## src/rtl/block_placement_over_valid_procs_macros.svh

```systemverilog
// ----------------------------------------------------------------------------
// Assertion macros for the block placement design.
// Expects a clock i_clk and an active-low reset i_rst_n in the using scope.
// ----------------------------------------------------------------------------
`ifndef BLOCK_PLACEMENT_OVER_VALID_PROCS_MACROS_SVH
`define BLOCK_PLACEMENT_OVER_VALID_PROCS_MACROS_SVH

// The consequent must hold in the same cycle as the antecedent.
`define BPOV_ASSERT_SAME(lbl, ante, cons) \
    lbl: assert property (@(posedge i_clk) disable iff (!i_rst_n) (ante) |-> (cons)) \
        else $error("bpov assertion failed");

// The consequent must hold in the cycle after the antecedent.
`define BPOV_ASSERT_NEXT(lbl, ante, cons) \
    lbl: assert property (@(posedge i_clk) disable iff (!i_rst_n) (ante) |=> (cons)) \
        else $error("bpov assertion failed");

`endif

```

## src/rtl/bpov_pkg.sv

```systemverilog
// ----------------------------------------------------------------------------
// bpov_pkg
// Shared types and codes of the block placement pipeline.
// ----------------------------------------------------------------------------
package bpov_pkg;

    // Byte addresses of the configuration registers.
    localparam logic [3:0] REG_MASK_ADDR  = 4'd0;
    localparam logic [3:0] REG_COUNT_ADDR = 4'd8;

    typedef enum logic [1:0] {
        ST_OK          = 2'd0,
        ST_NOT_MOVABLE = 2'd1,
        ST_NO_PROC     = 2'd2,
        ST_RANGE       = 2'd3
    } t_status;

    // Values derived from the configuration after each register write.
    typedef struct packed {
        logic        busy;
        logic [6:0]  valid_count;
        logic [30:0] share_floor;
        logic [5:0]  extra_count;
        logic [31:0] mark_index;
    } t_derived;

    // One slot of the pipelined divider.
    typedef struct packed {
        logic        valid;
        t_status     status;
        logic [5:0]  offset;
        logic [30:0] rem;
        logic [30:0] num;
        logic [31:0] den;
    } t_div;

endpackage

```

## src/rtl/bpov_div_stage.sv

```systemverilog
// ----------------------------------------------------------------------------
// bpov_div_stage
// One restoring division step: resolves quotient bit BIT and registers it.
// ----------------------------------------------------------------------------
module bpov_div_stage #(
    parameter int BIT = 30
) (
    input  logic            i_clk,
    input  logic            i_rst_n,
    input  logic            i_adv,
    input  bpov_pkg::t_div  i_slot,
    output bpov_pkg::t_div  o_slot
);

    bpov_pkg::t_div r_slot;
    bpov_pkg::t_div n_slot;
    logic [31:0]    w_trial;
    logic [30:0]    w_diff;
    logic           w_ge;

    always_comb begin
        w_trial = {i_slot.rem, i_slot.num[BIT]};
        w_ge    = (w_trial >= i_slot.den);
        w_diff  = 31'(w_trial - i_slot.den);
        n_slot  = i_slot;
        n_slot.rem = w_ge ? w_diff : w_trial[30:0];
        // The consumed dividend bit is replaced by the quotient bit.
        n_slot.num[BIT] = w_ge;
    end

    always_ff @(posedge i_clk) begin
        if (!i_rst_n) begin
            r_slot.valid <= 1'b0;
        end else if (i_adv) begin
            r_slot.valid <= n_slot.valid;
        end
        if (i_adv) begin
            r_slot.status <= n_slot.status;
            r_slot.offset <= n_slot.offset;
            r_slot.rem    <= n_slot.rem;
            r_slot.num    <= n_slot.num;
            r_slot.den    <= n_slot.den;
        end
    end

    assign o_slot = r_slot;

endmodule

```

## config.mk

```make
export PLATFORM = sky130hd
export DESIGN_NAME = bpov_div_stage
export DESIGN_NICKNAME = d
export VERILOG_FILES = /design/src/rtl/block_placement_over_valid_procs_macros.svh /design/src/rtl/bpov_pkg.sv /design/src/rtl/bpov_div_stage.sv
export SDC_FILE = /design/constraint.sdc
export NUM_CORES = 1
export LEC_CHECK = 0
export BUFFER_PORTS_ARGS = -buffer_cell sky130_fd_sc_hd__clkbuf_2
export CAP_MARGIN = 10
export CORE_MARGIN = 5
export CORE_UTILIZATION = 30
export CTS_CLUSTER_SIZE = 24
export DETAILED_ROUTE_END_ITERATION = 7
export PLACE_DENSITY = 0.61
export SETUP_SLACK_MARGIN = 0.4
export SLEW_MARGIN = 20
export SYNTH_ARGS = -nofsm -noshare
export SYNTH_HDL_FRONTEND = slang
export SYNTH_SLANG_ARGS = --single-unit
```

## constraint.sdc

```tcl
create_clock -name i_clk -period 4.32 [get_ports i_clk]
set_clock_uncertainty 0.2 [all_clocks]
set_input_delay 0.864 -clock i_clk [delete_from_list [all_inputs] [get_ports i_clk]]
set_output_delay 0.864 -clock i_clk [all_outputs]
set_load 0.03 [all_outputs]
```

==> flow_results.org <==
** Drt
- Across all layers, the routed design uses roughly 4200 vias.
- Number of DRC violations after detailed routing :: 0
- Aggregate routed wire length :: around 14000 um
- Average routed wire per standard cell :: around 16 um
- Number of detailed-routing iterations run before antenna repair :: 5
- The count of nets left with antenna violations once routing finished came out at 0.
- Via-to-Cell Ratio :: approximately 4.7
- For this block, the initial DRC count from the detailed router was between 200 and 250.

** GRT
- Aggregate global routing overflow :: 0
- Wire length of the first global-routing pass :: 21600 um
- Largest net degree at the start of global routing :: approximately 100
- For this run, the total global-route usage over all layers was measured as 0.135.
- Number of global-route vias before repair :: approximately 4200
- The initial antenna violation count was 0.

** Yosys
- During synthesis, Yosys emitted a total of 0 warnings.
- Number of distinct standard cells referenced by the synthesized netlist :: 54
- Post-Syn Instances :: approximately 450
- Synthesized netlist net count :: 591
- Of the post-synthesis cell area, the dominant cell type holds 0.578.
- Number of synthesized flops with an enable pin :: about 100
- Top cells by area, synth :: edfxtp_1 (58%), ha_1 (7.6%), o21ai_0 (3.7%)
- Of the synthesized area, sequential elements account for 0.582.
- Netlist Area Pre-Place :: 0.00530 mm^2
- The largest total area in the synthesized netlist belongs to edfxtp_1.
- Main flop type after synthesis :: edfxtp_1
- Share of async-settable or async-resettable flops after synthesis :: 0
- After synthesis the netlist holds a flip-flop and latch count of between 100 and 150.
- A synthesized cell averages between 10 and 15 um^2.

** Timing
- Slew HR :: 0.610
- Worst Tran Pin Value :: between 500 and 600 ps
- Setup violations remaining at the end of the flow were counted as 0.
- In the finished design, the share of the clock period the worst path needs comes to 0.830.
- F_max :: about 280 MHz
- Final count of pins violating max slew :: 0
- Hold Fails Final Rpt :: 0
- Post-layout minimum cycle time :: between 3000 and 4000 ps
- Unrepaired setup endpoints after global routing :: no
- TNS Setup :: 0 ps

** Pwr
- Standby leakage power :: between 0.003 and 0.004 uW
- VDD sags by at most 0.180 mV.
- After layout, the design draws a total of roughly 2800 uW.
- Power density of the placed cells :: about 410 mW/mm^2

** Clock network
- The number of clock buffers added by TritonCTS is 9.
- Clk root buf :: clkbuf_16
- # H-tree levels :: 3
- Counting every sink on the clock net gives around 100.
- After clock tree synthesis, the clock-pin slew on the worst setup and hold paths is roughly 80 ps.
- Post-CTS sizing :: 0
- Clock latency on the worst-skew pair, taken at its later pin, is approximately 350 ps.
- Once the clock tree was built, the setup fixing pass inserted 0 buffers.
- TritonCTS built the clock tree.
- Count of hold buffers inserted by post-cts repair :: 0
- No sink is reached through more buffers than the 2 on the longest clock path.

** Layout
- The repair_antennas step left the layout with diodes totalling 0.
- The net count of the finished layout is between 800 and 900.
- In the final layout, the share of cells above drive strength 1 is 0.360.
- Relative to the synthesized area, the layout overhead comes to 30.6%.
- The register with the most flip-flops in the layout has just over 100 of them.
- The layout has between 1500 and 2000 filler cells.

** Floorplanning
- The initial utilization of the core area, before any placement, comes to 0.306.
- Total Die Area :: 0.0204 mm^2
- Site Rows :: 48
- From bottom edge to top edge, the die measures approximately 140 um.
- The total area inside the core boundary comes to approximately 0.017 mm^2.
- For this design the top-level I/O count stands at roughly 210.
- Die X-Extent :: 143 um

** Setup path
- For the worst setup path, the data arrival time is roughly 3500 ps.
- Setup slack on the worst reg-to-reg path comes out at between 3000 and 4000 ps.
- The critical path is of the input pin to flip-flop type.
- CP Launch Type :: input pin
- Worst reg2reg startpoint :: o_slot[102]$_SDFFE_PN0P_
- Along the worst path, the maximum fanout reaches 4.
- STA puts the critical path data required time at between 4000 and 5000 ps.
- The worst setup path is captured at a flip-flop.
- The worst register-to-register path ends at o_slot[102]$_SDFFE_PN0P_.
- Counting cells, the worst reg-to-reg path comes to 2.

** Placement
- Routability cong. :: around 0.84
- Detailed placement ended at an HPWL of around 11000 um.
- Buffers placed on the I/O ports in this run total between 200 and 250.

** Min path
- Worst-case hold path end point :: o_slot[102]$_SDFFE_PN0P_
- Hold path depth :: 2
- The min-delay analysis places its worst path in the category flip-flop to flip-flop.
- The worst hold path begins at o_slot[102]$_SDFFE_PN0P_.

** Run status
- The run finished with clean final reports.

** Job
- Max-capacitance violation count :: 0
[area by class of cell]
type / instances / area [um^2] / share of cell area
well taps: 225 / 282 / 0.0407
flip-flops and latches: 103 / 3080 / 0.445
clock buffers: 9 / 225 / 0.0325
repair buffers: 213 / 1090 / 0.158
inverters: 40 / 150 / 0.0217
clock inverters: 7 / 95.1 / 0.0137
multi-input cells: 295 / 1990 / 0.288
[cell families after synthesis]
kind of cell | Yosys count | share of synthesized area
flops | 103 | 0.582
simple gates | 111 | 0.105
mux | 3 | 0.00590
buf+inv | 54 | 0.0420
xor+xnor | 19 | 0.0314
compound gates | 129 | 0.155
fa+ha+maj | 33 | 0.0793
[where the power goes]
part,total (uW),switching (uW),internal (uW)
Combinational,719,487,232
Sequential,1240,24.9,1220
Clock,877,408,470
Total,2840,919,1920
[critical path, cell delays in order]
cell      delay [ps]
clkbuf_2          90
inv_1             40
ha_1             200
fa_1             400
nor2b_1          180
o31a_1           220
o21ai_1          180
o21ai_0          490
a31oi_1          270
o2111a_1         290
a221o_1          250
[Yosys cell counts (3+ instances only)]
master and n:
or2_2 4, o21ai_1 5, a211oi_1 3, o21a_1 5, nand2b_1 3, nand3_1 6, nand4_1 6, xor2_1 15
and3_1 4, a31o_2 3, inv_1 40, nor2_1 16, buf_2 7, ha_1 32, o31ai_1 5, nor3_1 5
clkbuf_2 3, clkbuf_1 3, o21ai_0 39, and4_1 3, xnor2_1 4, a21oi_1 27, a21boi_0 3, o211ai_1 4
and2_1 4, o21bai_1 4, edfxtp_1 102, a31oi_1 4, a21o_1 13, nor2b_1 3, nand2_1 49
[stage by stage]
step / setup WS, ps / std cells / util / hold slack, ps / cell area, um^2
after detailed placement: 475 / 876 / 0.382 / 350 / 6600
after floorplan: 1010 / 452 / - / 440 / 5300
final: 735 / 892 / 0.400 / 345 / 6920
after global placement: 489 / 876 / 0.382 / 305 / 6600
after global routing: 716 / 892 / 0.400 / 420 / 6920
after CTS: 824 / 892 / 0.400 / 357 / 6920
[layout by cell type (no fill, tap or decap), drive strengths merged, types with 3 or more instances in the layout]
cell and n:
clkbuf 216, o21ai 44, o31ai 5, and4 3, inv 45, xor2 15
nand4 7, and2 4, o21bai 4, a211oi 3, buf 6, a31o 3
nor3 5, nor2 16, a21oi 27, a31oi 4, a21boi 3, edfxtp 102
o211ai 4, ha 32, and3 4, nand3 6, o21a 5, a21o 13
nor2b 3, xnor2 4, nand2b 3, nand2 49, or2 4
[worst max path at each step]
stage               depth (start not counted)                    to  slack, ps        from
floorplan                                  10  o_slot[79]$_DFFE_PP_       1010  i_slot[62]
global placement                           11  o_slot[79]$_DFFE_PP_        490  i_slot[62]
detailed placement                         11  o_slot[79]$_DFFE_PP_        470  i_slot[62]
CTS                                        11  o_slot[79]$_DFFE_PP_        820  i_slot[62]
global route                               11  o_slot[79]$_DFFE_PP_        720  i_slot[62]
finish                                     11  o_slot[79]$_DFFE_PP_        740  i_slot[62]
[layer usage]
layer | vias to the layer above | part of all wire | track usage
li1 | 2110 | - | -
met1 | 1912 | 0.46 | 0.176
met2 | 154 | 0.44 | 0.219
met3 | 18 | 0.077 | 0.0368
met4 | 0 | 0.020 | 0.0420
met5 | - | 0 | 0
(Power assumes the default switching activity.)
