[src/rtl/block_placement_over_valid_procs_macros.svh]
// ----------------------------------------------------------------------------
// Assertion macros for the block placement design.
// Expects a clock i_clk and an active-low reset i_rst_n in the using scope.
// ----------------------------------------------------------------------------
`ifndef BLOCK_PLACEMENT_OVER_VALID_PROCS_MACROS_SVH
`define BLOCK_PLACEMENT_OVER_VALID_PROCS_MACROS_SVH

// The consequent must hold in the same cycle as the antecedent.
`define BPOV_ASSERT_SAME(lbl, ante, cons) \
    lbl: assert property (@(posedge i_clk) disable iff (!i_rst_n) (ante) |-> (cons)) \
        else $error("bpov assertion failed");

// The consequent must hold in the cycle after the antecedent.
`define BPOV_ASSERT_NEXT(lbl, ante, cons) \
    lbl: assert property (@(posedge i_clk) disable iff (!i_rst_n) (ante) |=> (cons)) \
        else $error("bpov assertion failed");

`endif

[src/rtl/bpov_pkg.sv]
// ----------------------------------------------------------------------------
// bpov_pkg
// Shared types and codes of the block placement pipeline.
// ----------------------------------------------------------------------------
package bpov_pkg;

    // Byte addresses of the configuration registers.
    localparam logic [3:0] REG_MASK_ADDR  = 4'd0;
    localparam logic [3:0] REG_COUNT_ADDR = 4'd8;

    typedef enum logic [1:0] {
        ST_OK          = 2'd0,
        ST_NOT_MOVABLE = 2'd1,
        ST_NO_PROC     = 2'd2,
        ST_RANGE       = 2'd3
    } t_status;

    // Values derived from the configuration after each register write.
    typedef struct packed {
        logic        busy;
        logic [6:0]  valid_count;
        logic [30:0] share_floor;
        logic [5:0]  extra_count;
        logic [31:0] mark_index;
    } t_derived;

    // One slot of the pipelined divider.
    typedef struct packed {
        logic        valid;
        t_status     status;
        logic [5:0]  offset;
        logic [30:0] rem;
        logic [30:0] num;
        logic [31:0] den;
    } t_div;

endpackage

[src/rtl/bpov_derive.sv]
// ----------------------------------------------------------------------------
// bpov_derive
// Sweeps the availability mask into a block-to-processor table, then divides
// the object count by the processor count and forms the mark index.
// ----------------------------------------------------------------------------
module bpov_derive #(
    parameter  int MAX_PROCS = 64,
    localparam int PW = (MAX_PROCS > 1) ? $clog2(MAX_PROCS) : 1
) (
    input  logic                     i_clk,
    input  logic                     i_rst_n,
    input  logic                     i_start,
    input  logic [63:0]              i_mask,
    input  logic [30:0]              i_count,
    input  logic                     i_rd_en,
    input  logic [PW-1:0]            i_rd_addr,
    output logic [5:0]               o_rd_data,
    output bpov_pkg::t_derived       o_drv
);

    localparam int CW = $clog2(MAX_PROCS + 1);
    localparam logic [PW-1:0] LAST_POS = PW'(MAX_PROCS - 1);

    typedef enum logic [3:0] {
        S_IDLE  = 4'b0001,
        S_SWEEP = 4'b0010,
        S_DIV   = 4'b0100,
        S_MARK  = 4'b1000
    } t_state;

    t_state          r_state, n_state;
    logic [PW-1:0]   r_pos, n_pos;
    logic [CW-1:0]   r_cnt, n_cnt;
    logic [6:0]      r_vcount, n_vcount;
    logic [6:0]      r_rem, n_rem;
    logic [30:0]     r_num, n_num;
    logic [4:0]      r_bit, n_bit;
    logic [30:0]     r_share, n_share;
    logic [5:0]      r_extra, n_extra;
    logic [31:0]     r_mark, n_mark;
    logic [PW-1:0]   r_table [MAX_PROCS];
    logic [PW-1:0]   r_rd;
    logic [MAX_PROCS-1:0] w_usable;
    logic            w_wr;
    logic [7:0]      w_trial;
    logic [6:0]      w_diff;
    logic            w_ge;

    assign w_usable = i_mask[MAX_PROCS-1:0];
    assign w_trial  = {r_rem, r_num[r_bit]};
    assign w_ge     = (w_trial >= {1'b0, r_vcount});
    assign w_diff   = 7'(w_trial - {1'b0, r_vcount});
    assign w_wr     = (r_state == S_SWEEP) && w_usable[r_pos];

    always_comb begin
        n_state  = r_state;
        n_pos    = r_pos;
        n_cnt    = r_cnt;
        n_vcount = r_vcount;
        n_rem    = r_rem;
        n_num    = r_num;
        n_bit    = r_bit;
        n_share  = r_share;
        n_extra  = r_extra;
        n_mark   = r_mark;
        if (i_start) begin
            n_state = S_SWEEP;
            n_pos   = '0;
            n_cnt   = '0;
        end else begin
            unique case (r_state)
                S_IDLE: begin
                end
                S_SWEEP: begin
                    if (w_usable[r_pos]) begin
                        n_cnt = r_cnt + CW'(1);
                    end
                    n_pos = r_pos + PW'(1);
                    if (r_pos == LAST_POS) begin
                        n_vcount = 7'(n_cnt);
                        n_rem    = '0;
                        n_num    = i_count;
                        n_bit    = 5'd30;
                        if (n_cnt == '0) begin
                            n_share = '0;
                            n_extra = '0;
                            n_mark  = '0;
                            n_state = S_IDLE;
                        end else begin
                            n_state = S_DIV;
                        end
                    end
                end
                S_DIV: begin
                    n_rem        = w_ge ? w_diff : w_trial[6:0];
                    n_num[r_bit] = w_ge;
                    n_bit        = r_bit - 5'd1;
                    if (r_bit == 5'd0) begin
                        n_state = S_MARK;
                    end
                end
                S_MARK: begin
                    n_share = r_num;
                    n_extra = r_rem[5:0];
                    n_mark  = 32'({26'd0, r_rem[5:0]} * ({1'b0, r_num} + 32'd1));
                    n_state = S_IDLE;
                end
                default: begin
                    n_state = S_IDLE;
                end
            endcase
        end
    end

    always_ff @(posedge i_clk) begin
        if (!i_rst_n) begin
            r_state  <= S_IDLE;
            r_pos    <= '0;
            r_cnt    <= '0;
            r_vcount <= '0;
            r_rem    <= '0;
            r_num    <= '0;
            r_bit    <= '0;
            r_share  <= '0;
            r_extra  <= '0;
            r_mark   <= '0;
        end else begin
            r_state  <= n_state;
            r_pos    <= n_pos;
            r_cnt    <= n_cnt;
            r_vcount <= n_vcount;
            r_rem    <= n_rem;
            r_num    <= n_num;
            r_bit    <= n_bit;
            r_share  <= n_share;
            r_extra  <= n_extra;
            r_mark   <= n_mark;
        end
    end

    // Entry k of the table holds the position of the (k+1)-th set mask bit.
    always_ff @(posedge i_clk) begin
        if (w_wr) begin
            r_table[r_cnt[PW-1:0]] <= r_pos;
        end
        if (i_rd_en) begin
            r_rd <= r_table[i_rd_addr];
        end
    end

    assign o_rd_data         = 6'(r_rd);
    assign o_drv.busy        = (r_state != S_IDLE);
    assign o_drv.valid_count = r_vcount;
    assign o_drv.share_floor = r_share;
    assign o_drv.extra_count = r_extra;
    assign o_drv.mark_index  = r_mark;

endmodule

[config.mk]
export PLATFORM = sky130hd
export DESIGN_NAME = bpov_derive
export DESIGN_NICKNAME = d
export VERILOG_FILES = /design/src/rtl/block_placement_over_valid_procs_macros.svh /design/src/rtl/bpov_pkg.sv /design/src/rtl/bpov_derive.sv
export SDC_FILE = /design/constraint.sdc
export NUM_CORES = 1
export LEC_CHECK = 0
export ABC_AREA = 1
export ABC_CLOCK_PERIOD_IN_PS = 9540
export BUFFER_PORTS_ARGS = -buffer_cell sky130_fd_sc_hd__buf_2
export CORE_MARGIN = 1.5
export CORE_UTILIZATION = 55
export CTS_CLUSTER_DIAMETER = 30
export DETAILED_ROUTE_END_ITERATION = 12
export PLACE_DENSITY = 0.71
export SYNTH_ARGS = -nofsm -noshare
export SYNTH_HDL_FRONTEND = slang
export SYNTH_SLANG_ARGS = --single-unit
[constraint.sdc]
create_clock -name i_clk -period 9.54 [get_ports i_clk]
set_clock_uncertainty 0.05 [all_clocks]
set_input_delay 1.431 -clock i_clk [delete_from_list [all_inputs] [get_ports i_clk]]
set_output_delay 1.431 -clock i_clk [all_outputs]
set_load 0.05 [all_outputs]
==> results of run 1 <==
-- kinds of logic (layout without fill, tap and decap cells) --
| kind of cell | Yosys count | after routing | synth area share (%) |
|---|---|---|---|
| AO/OA/AOI/OAI | 703 | 703 | 13.3 |
| flip-flops | 526 | 526 | 50.0 |
| XOR/XNOR | 33 | 33 | 1.00 |
| buffers and inverters | 497 | 708 | 6.73 |
| AND/OR/NAND/NOR | 1354 | 1354 | 19.3 |
| adder cells (fa/ha/maj) | 158 | 158 | 9.70 |
-- routing by layer --
metal  part of all wire, %  up-vias
li1                      -    11332
met1                    39    11604
met2                    49     1080
met3                   7.0      202
met4                   4.4        0
met5                     0        -
-- power by group through the flow --
| stage | clock network [mW] | registers (mW) | logic, mW |
|---|---|---|---|
| 2_1_floorplan | 0 | 2.50 | 0.166 |
| 3_3_place_gp | 0 | 2.49 | 0.257 |
| 3_5_place_dp | 0 | 2.49 | 0.262 |
| 4_1_cts | 3.41 | 2.45 | 0.265 |
| 5_1_grt | 3.51 | 2.45 | 0.293 |
| 6_report | 3.37 | 2.45 | 0.268 |
-- critical path: cells and delay by family, from the launching register on --
family,cells,cell delay (ps)
flops,1,510
simple gates,14,2360
buf+inv,3,190
xor+xnor,1,510
fa+ha+maj,5,2190
compound gates,3,420
-- registers in the layout, indices dropped and copies added (netlist names) --
register,cells
r_table,384
r_mark,32
r_num,31
r_share,31
r_cnt,7
r_rem,7
r_vcount,7
o_rd_data,6
r_extra,6
r_pos,6
r_bit,5
r_state,4
-- through the flow --
stage | utilization (%) | area, sq um | power, mW | worst slack [ps] | instances
after floorplan | - | 28900 | 2.67 | 4490 | 3271
after global placement | 58.4 | 30100 | 2.75 | 3470 | 3984
after detailed placement | 58.4 | 30100 | 2.76 | 3370 | 3984
after CTS | 64.7 | 33400 | 6.13 | 3360 | 4162
after global routing | 64.7 | 33400 | 6.26 | 2720 | 4162
final | 64.7 | 33400 | 6.09 | 3260 | 4162
-- cell usage after synthesis, drive strengths merged (2+ instances only) --
cell / number / area, sq um
o211ai: 10 / 75.1
a31oi: 18 / 113
a22oi: 2 / 15.0
dfxtp: 136 / 2720
o31ai: 2 / 15.0
o22ai: 100 / 626
o2111ai: 2 / 17.5
ha: 48 / 601
edfxtp: 390 / 11700
inv: 311 / 1170
a21o: 9 / 67.6
xnor2: 10 / 87.6
nor3: 31 / 171
clkbuf: 152 / 571
a21oi: 181 / 906
clkinv: 8 / 30.0
o21ai: 348 / 1740
nand3b: 8 / 60.1
o32ai: 6 / 52.6
nor2: 673 / 2580
fa: 110 / 2200
a221oi: 3 / 26.3
nor4: 4 / 25.0
buf: 26 / 174
o221ai: 13 / 114
o21bai: 4 / 30.0
nand4: 14 / 87.6
nand3: 202 / 1030
nand2: 408 / 1550
xor2: 23 / 201
or2: 12 / 75.1
-- worst max-delay path by stage --
stage          startpoint         end  slack (ps)
3_5_place_dp     r_num[0]  r_mark[31]        3370
5_1_grt          r_num[0]  r_mark[31]        2720
6_report         r_num[0]  r_mark[26]        3260
3_3_place_gp     r_num[0]  r_mark[26]        3470
4_1_cts          r_num[0]  r_mark[31]        3360
2_1_floorplan    r_num[0]  r_mark[26]        4490
-- final cells by class --
type	instances	area [sq um]
Fill cell	4213	18200
Sequential cell	526	14400
Multi-Input combinational cell	2248	12500
Clock buffer	116	2570
Inverter	319	1200
Timing Repair Buffer	211	1120
Tap cell	680	851
Clock inverter	62	686
==> flow_metrics.env, run 1 <==
export IMPL_fin_tns_setup_ps=0
export IMPL_die_h_microns=232
export IMPL_die_area_sq_um=53900
export IMPL_final_max_slew_viol_count=0
export IMPL_core_rowCount=83
export IMPL_gp_congestion=0.895
export IMPL_synth_area_sq_um=28900
export IMPL_wl_mm=81.1
export IMPL_cts_tree="built"
export IMPL_synth_cells=3271
export IMPL_initial_core_util_pct=56.0
export IMPL_holdPathStages=2
export IMPL_critPathSlowestCell="fa_1"
export IMPL_busiest_layer="met2"
export IMPL_endpoint_kind="flip-flop"
export IMPL_power_frac_seq_pct=40.2
export IMPL_vias=24218
export IMPL_cp_start_kind="flip-flop"
export IMPL_grt_met2_usage_pct=51.7
export IMPL_ir_worst_vdd_mv=0.142
export IMPL_final_nets=3665
export IMPL_synthesis_nets=3534
export IMPL_relSlewSlack_pct=31.9
export IMPL_clk_root_buffer_cell="clkbuf_16"
export IMPL_firstDrtPassIters=6
export IMPL_htree_levels=3
export IMPL_use_met3_pct=4.69
export IMPL_max_freq_ghz=0.159
export IMPL_synth_main_ff_cell="edfxtp_1"
export IMPL_coreArea_sq_um=51600
export IMPL_max_stage_delay_ps=550
export IMPL_max_slew_worst_pin_slew_ps=1020
export IMPL_layout_common_cells="nor2_1, nand2_1, edfxtp_1"
export IMPL_insertion_delay_ps=630
export IMPL_comb_power_share_pct=4.4
export IMPL_rr_worst_depth=26
export IMPL_post_cts_resized=0
export IMPL_fin_hold_ws_ps=419
export IMPL_switchingPower_mw=1.37
export IMPL_critPathMaxFanout=8
export IMPL_leakage_nw=13.5
export IMPL_p_per_area_nw_per_um2=182
export IMPL_drive_above_1_share_pct=12.2
export IMPL_area_growth_syn_to_layout_pct=15.6
export IMPL_drcViolationCount=0
export IMPL_use_met1_pct=37.4
export IMPL_post_synth_num_cell_types=50
export IMPL_cts_made_buffers=96
export IMPL_cts_sinks=526
export IMPL_grt_antenna_before_repair=1
export IMPL_cp_required_ps=10060
export IMPL_ant_nets=0
export IMPL_die_w_microns=232
export IMPL_timing_reg2reg_setup_slack_ps=3260
export IMPL_grt_ovfl_total=0
export IMPL_intPower_mw=4.72
export IMPL_drt_iter0_drc=2101
export IMPL_yosysWarnings=0
export IMPL_wl_per_cell_microns=19.5
export IMPL_grt_max_degree=97
export IMPL_min_from="r_rem[6]"
export IMPL_synth_seq_area_share_pct=50.0
export IMPL_ctsHoldBuffers=0
export IMPL_async_flop_share_pct=0
export IMPL_grt_use_total_pct=30.3
export IMPL_grt_pass1_vias=23902
export IMPL_final_common_cell="nor2_1"
export IMPL_setup_violations=0
export IMPL_avgViaCountPerCell=5.82
export IMPL_cap_viol_max_count=0
export IMPL_r2r_end="r_mark[26]"
export IMPL_grt_first_pass_wirelength_mm=128
export IMPL_whs_endpoint="r_rem[6]"
export IMPL_critical_path_class="flip-flop to flip-flop"
export IMPL_cp_common_cell="nor2_1"
export IMPL_clock_tree_buffer_depth=3
export IMPL_clkPwrFrac_pct=55.4
export IMPL_path_clk_slew_ps=50
export IMPL_cp_arrival_ps=6800
export IMPL_rsz0062_at_grt="no"
export IMPL_fin_crit_ps=6280
export IMPL_crit_reg2reg_launch="r_num[0]"
export IMPL_synth_edff_count=390
export IMPL_period_share_pct=65.8
export IMPL_place_hpwl_mm=54.0
export IMPL_avgSynthCellArea_sq_um=8.83
export IMPL_diodes=0
export IMPL_status="finished, final reports clean"
export IMPL_synth_seq_cells=526
export IMPL_netSwitchingFraction_pct=22.5
export IMPL_io_buffers=187
export IMPL_postCtsSetupRepairBufs=0
export IMPL_hold_viol=0
export IMPL_hp_class="flip-flop to flip-flop"
export IMPL_num_io_pins=188
Note: power is estimated with default switching activity, not from simulation.
==> run 2, diff against run 1 <==
Settings changed: ABC_AREA 1 to 0, ABC_CLOCK_PERIOD_IN_PS 9540 to 6100, PLACE_DENSITY 0.71 to 0.72.
Clock period 9.54 ns to 6.1 ns, I/O delays scaled along.
==> run 2 against run 1 <==
Global-route usage shrank 1.8 points. Total power is 57% higher. Die area decreased by 4.2%. Synthesized area is 4.2% lower. Critical path type unchanged.
==> flow_metrics.env, run 2 <==
export IMPL_drive_above_1_share_pct=25.0
export IMPL_core_rowCount=82
export IMPL_synth_top_area_share_pct=42.3
export IMPL_setup_violations=0
export IMPL_register_area_sq_um=14400
export IMPL_max_slew_worst_pin_slew_ps=1100
export IMPL_die_h_microns=227
export IMPL_max_freq_ghz=0.172
export IMPL_period_share_pct=95.4
export IMPL_hold_viol=0
export IMPL_post_synth_num_cell_types=72
export IMPL_synth_seq_area_share_pct=52.2
export IMPL_avgSynthCellArea_sq_um=13.0
export IMPL_largest_reg_flops=384
export IMPL_htree_levels=3
export IMPL_grt_use_total_pct=28.5
export IMPL_grt_pass1_vias=19344
export IMPL_synthMuxAreaShare_pct=12.5
export IMPL_firstDrtPassIters=5
export IMPL_p_per_area_nw_per_um2=290
export IMPL_fin_hold_ws_ps=395
export IMPL_ant_nets=0
export IMPL_relSlewSlack_pct=26.4
export IMPL_nFillCells=3595
export IMPL_drcViolationCount=0
export IMPL_die_area_sq_um=51700
export IMPL_final_max_slew_viol_count=0
export IMPL_leakage_nw=12.0
export IMPL_fin_ws_ps=281
export IMPL_cts_made_buffers=99
export IMPL_initial_core_util_pct=55.5
export IMPL_insertion_delay_ps=640
export IMPL_synth_seq_cells=526
export IMPL_cp_start_kind="flip-flop"
export IMPL_endpoint_kind="flip-flop"
export IMPL_cp_required_ps=6560
export IMPL_hp_class="flip-flop to flip-flop"
export IMPL_place_hpwl_mm=46.2
export IMPL_fin_crit_ps=5820
export IMPL_status="finished, final reports clean"
export IMPL_wl_mm=71.3
export IMPL_min_from="r_mark[9]"
export IMPL_io_buffers=187
export IMPL_grt_antenna_before_repair=1
export IMPL_vias=18378
export IMPL_synth_main_ff_cell="edfxtp_1"
export IMPL_grt_max_degree=71
export IMPL_synth_top_family_by_area="multiplexers"
export IMPL_ir_worst_vdd_mv=0.242
export IMPL_yosys_area_top_type="edfxtp_1"
export IMPL_synth_xor_area_share_pct=2.76
export IMPL_drt_iter0_drc=1356
export IMPL_final_common_cell="edfxtp_1"
export IMPL_critical_path_class="flip-flop to flip-flop"
export IMPL_cts_sinks=526
export IMPL_total_power_mw=9.56
export IMPL_clock_tree_buffer_depth=3
export IMPL_cts_tree="built"
export IMPL_synthTopCellsByArea="edfxtp_1, mux4_2, dfxtp_1, fa_1, nor2b_1"
export IMPL_die_w_microns=227
export IMPL_grt_first_pass_wirelength_mm=110
export IMPL_path_clk_slew_ps=50
export IMPL_clk_root_buffer_cell="clkbuf_16"
export IMPL_crit_reg2reg_launch="r_num[0]"
export IMPL_async_flop_share_pct=0
export IMPL_critPathMaxFanout=6
export IMPL_area_growth_syn_to_layout_pct=19.3
export IMPL_cap_viol_max_count=0
export IMPL_synthesis_nets=2386
export IMPL_avgViaCountPerCell=5.92
export IMPL_rsz0062_at_grt="yes"
export IMPL_synth_area_sq_um=27700
export IMPL_fin_tns_setup_ps=0
export IMPL_yosys_top_cells_count="edfxtp_1, nor2_1, inv_1"
export IMPL_final_nets=2608
export IMPL_layout_common_cells="edfxtp_1, nor2_1, buf_2"
export IMPL_num_io_pins=188
export IMPL_synth_most_common_cell="edfxtp_1"
export IMPL_cp_arrival_ps=6280
export IMPL_pre_cts_ws_ps=-77.2
export IMPL_synth_cells=2123
export IMPL_synth_edff_count=390
export IMPL_synth_compound_area_share_pct=7.36
export IMPL_multi_input_area_sq_um=12300
export IMPL_wl_per_cell_microns=23.0
export IMPL_synthSimpleGateAreaFrac_pct=11.0
export IMPL_synthAdderAreaFrac_pct=10.1
export IMPL_yosysWarnings=0
export IMPL_grt_ovfl_total=0
export IMPL_gp_congestion=0.928
export IMPL_coreArea_sq_um=49900
export IMPL_cp_startpoint="r_num[0]"
-- run 2: cell families (layout without fill, tap and decap cells) --
family,Yosys count,after routing
AND/OR/NAND/NOR,602,602
flip-flops,526,526
AO/OA/AOI/OAI,302,302
buffers and inverters,286,592
multiplexers,165,165
adder cells (fa/ha/maj),158,158
XOR/XNOR,84,84
other,0,2
-- run 2: metrics by stage --
stage / util (%) / std cells / instance area, sq um
global route: 66.2 / 3101 / 33000
CTS: 65.7 / 3095 / 32800
detailed placement: 58.9 / 2910 / 29400
floorplan: - / 2123 / 27700
finish: 66.2 / 3103 / 33000
global placement: 58.9 / 2910 / 29400
-- run 2: final timing paths --
check                                  end  slack, ps  cells past startpoint
worst max-delay path            r_mark[31]        280                     21
worst min-delay path             r_mark[9]        400                      2
worst max register to register  r_mark[31]        280                     21
worst min register to register   r_mark[9]        400                      2
-- run 2: what timing repair did --
item	4_1_cts	5_1_grt
setup endpoints to repair	3	8
buffers inserted	0	6
hold buffers	0	0
pin swaps	0	9
resized for setup	5	32
endpoints found under the hold margin	0	0
-- run 2: layout make-up --
type | instances | area share (%)
flip-flops and latches | 526 | 43.8
multi-input cells | 1311 | 37.4
clock buffers | 115 | 7.78
repair buffers | 244 | 4.21
well taps | 672 | 2.55
clock inverters | 70 | 2.44
inverters | 163 | 1.85
diodes | 2 | 0.0152
-- run 2: worst max-delay path, stage by stage, from the launching register on --
cell	delay (ps)
dfxtp_1	360
ha_2	250
nand3_1	110
or2_2	370
nor2_1	180
xnor2_2	190
nor2b_1	130
fa_1	520
fa_1	540
inv_1	50
fa_1	520
inv_1	40
ha_1	340
nand3_1	150
or2_2	360
nor4_2	280
a21oi_1	130
a31o_2	260
a211o_1	320
o31ai_2	260
xor2_1	90
a22o_1	200
-- run 2: routing by layer --
layer / routed length (microns) / GRT usage (%)
met2: 36900 / 50.3
met3: 4520 / 4.75
met5: 0 / 0
met4: 3020 / 13.1
met1: 26900 / 34.2
-- run 2: power by group --
group / leakage (nW) / internal (mW) / switching, mW / total, mW
clock: 1.60 / 3.55 / 1.91 / 5.46
combinational: 5.76 / 0.132 / 0.150 / 0.282
sequential: 4.62 / 3.81 / 0.00671 / 3.82
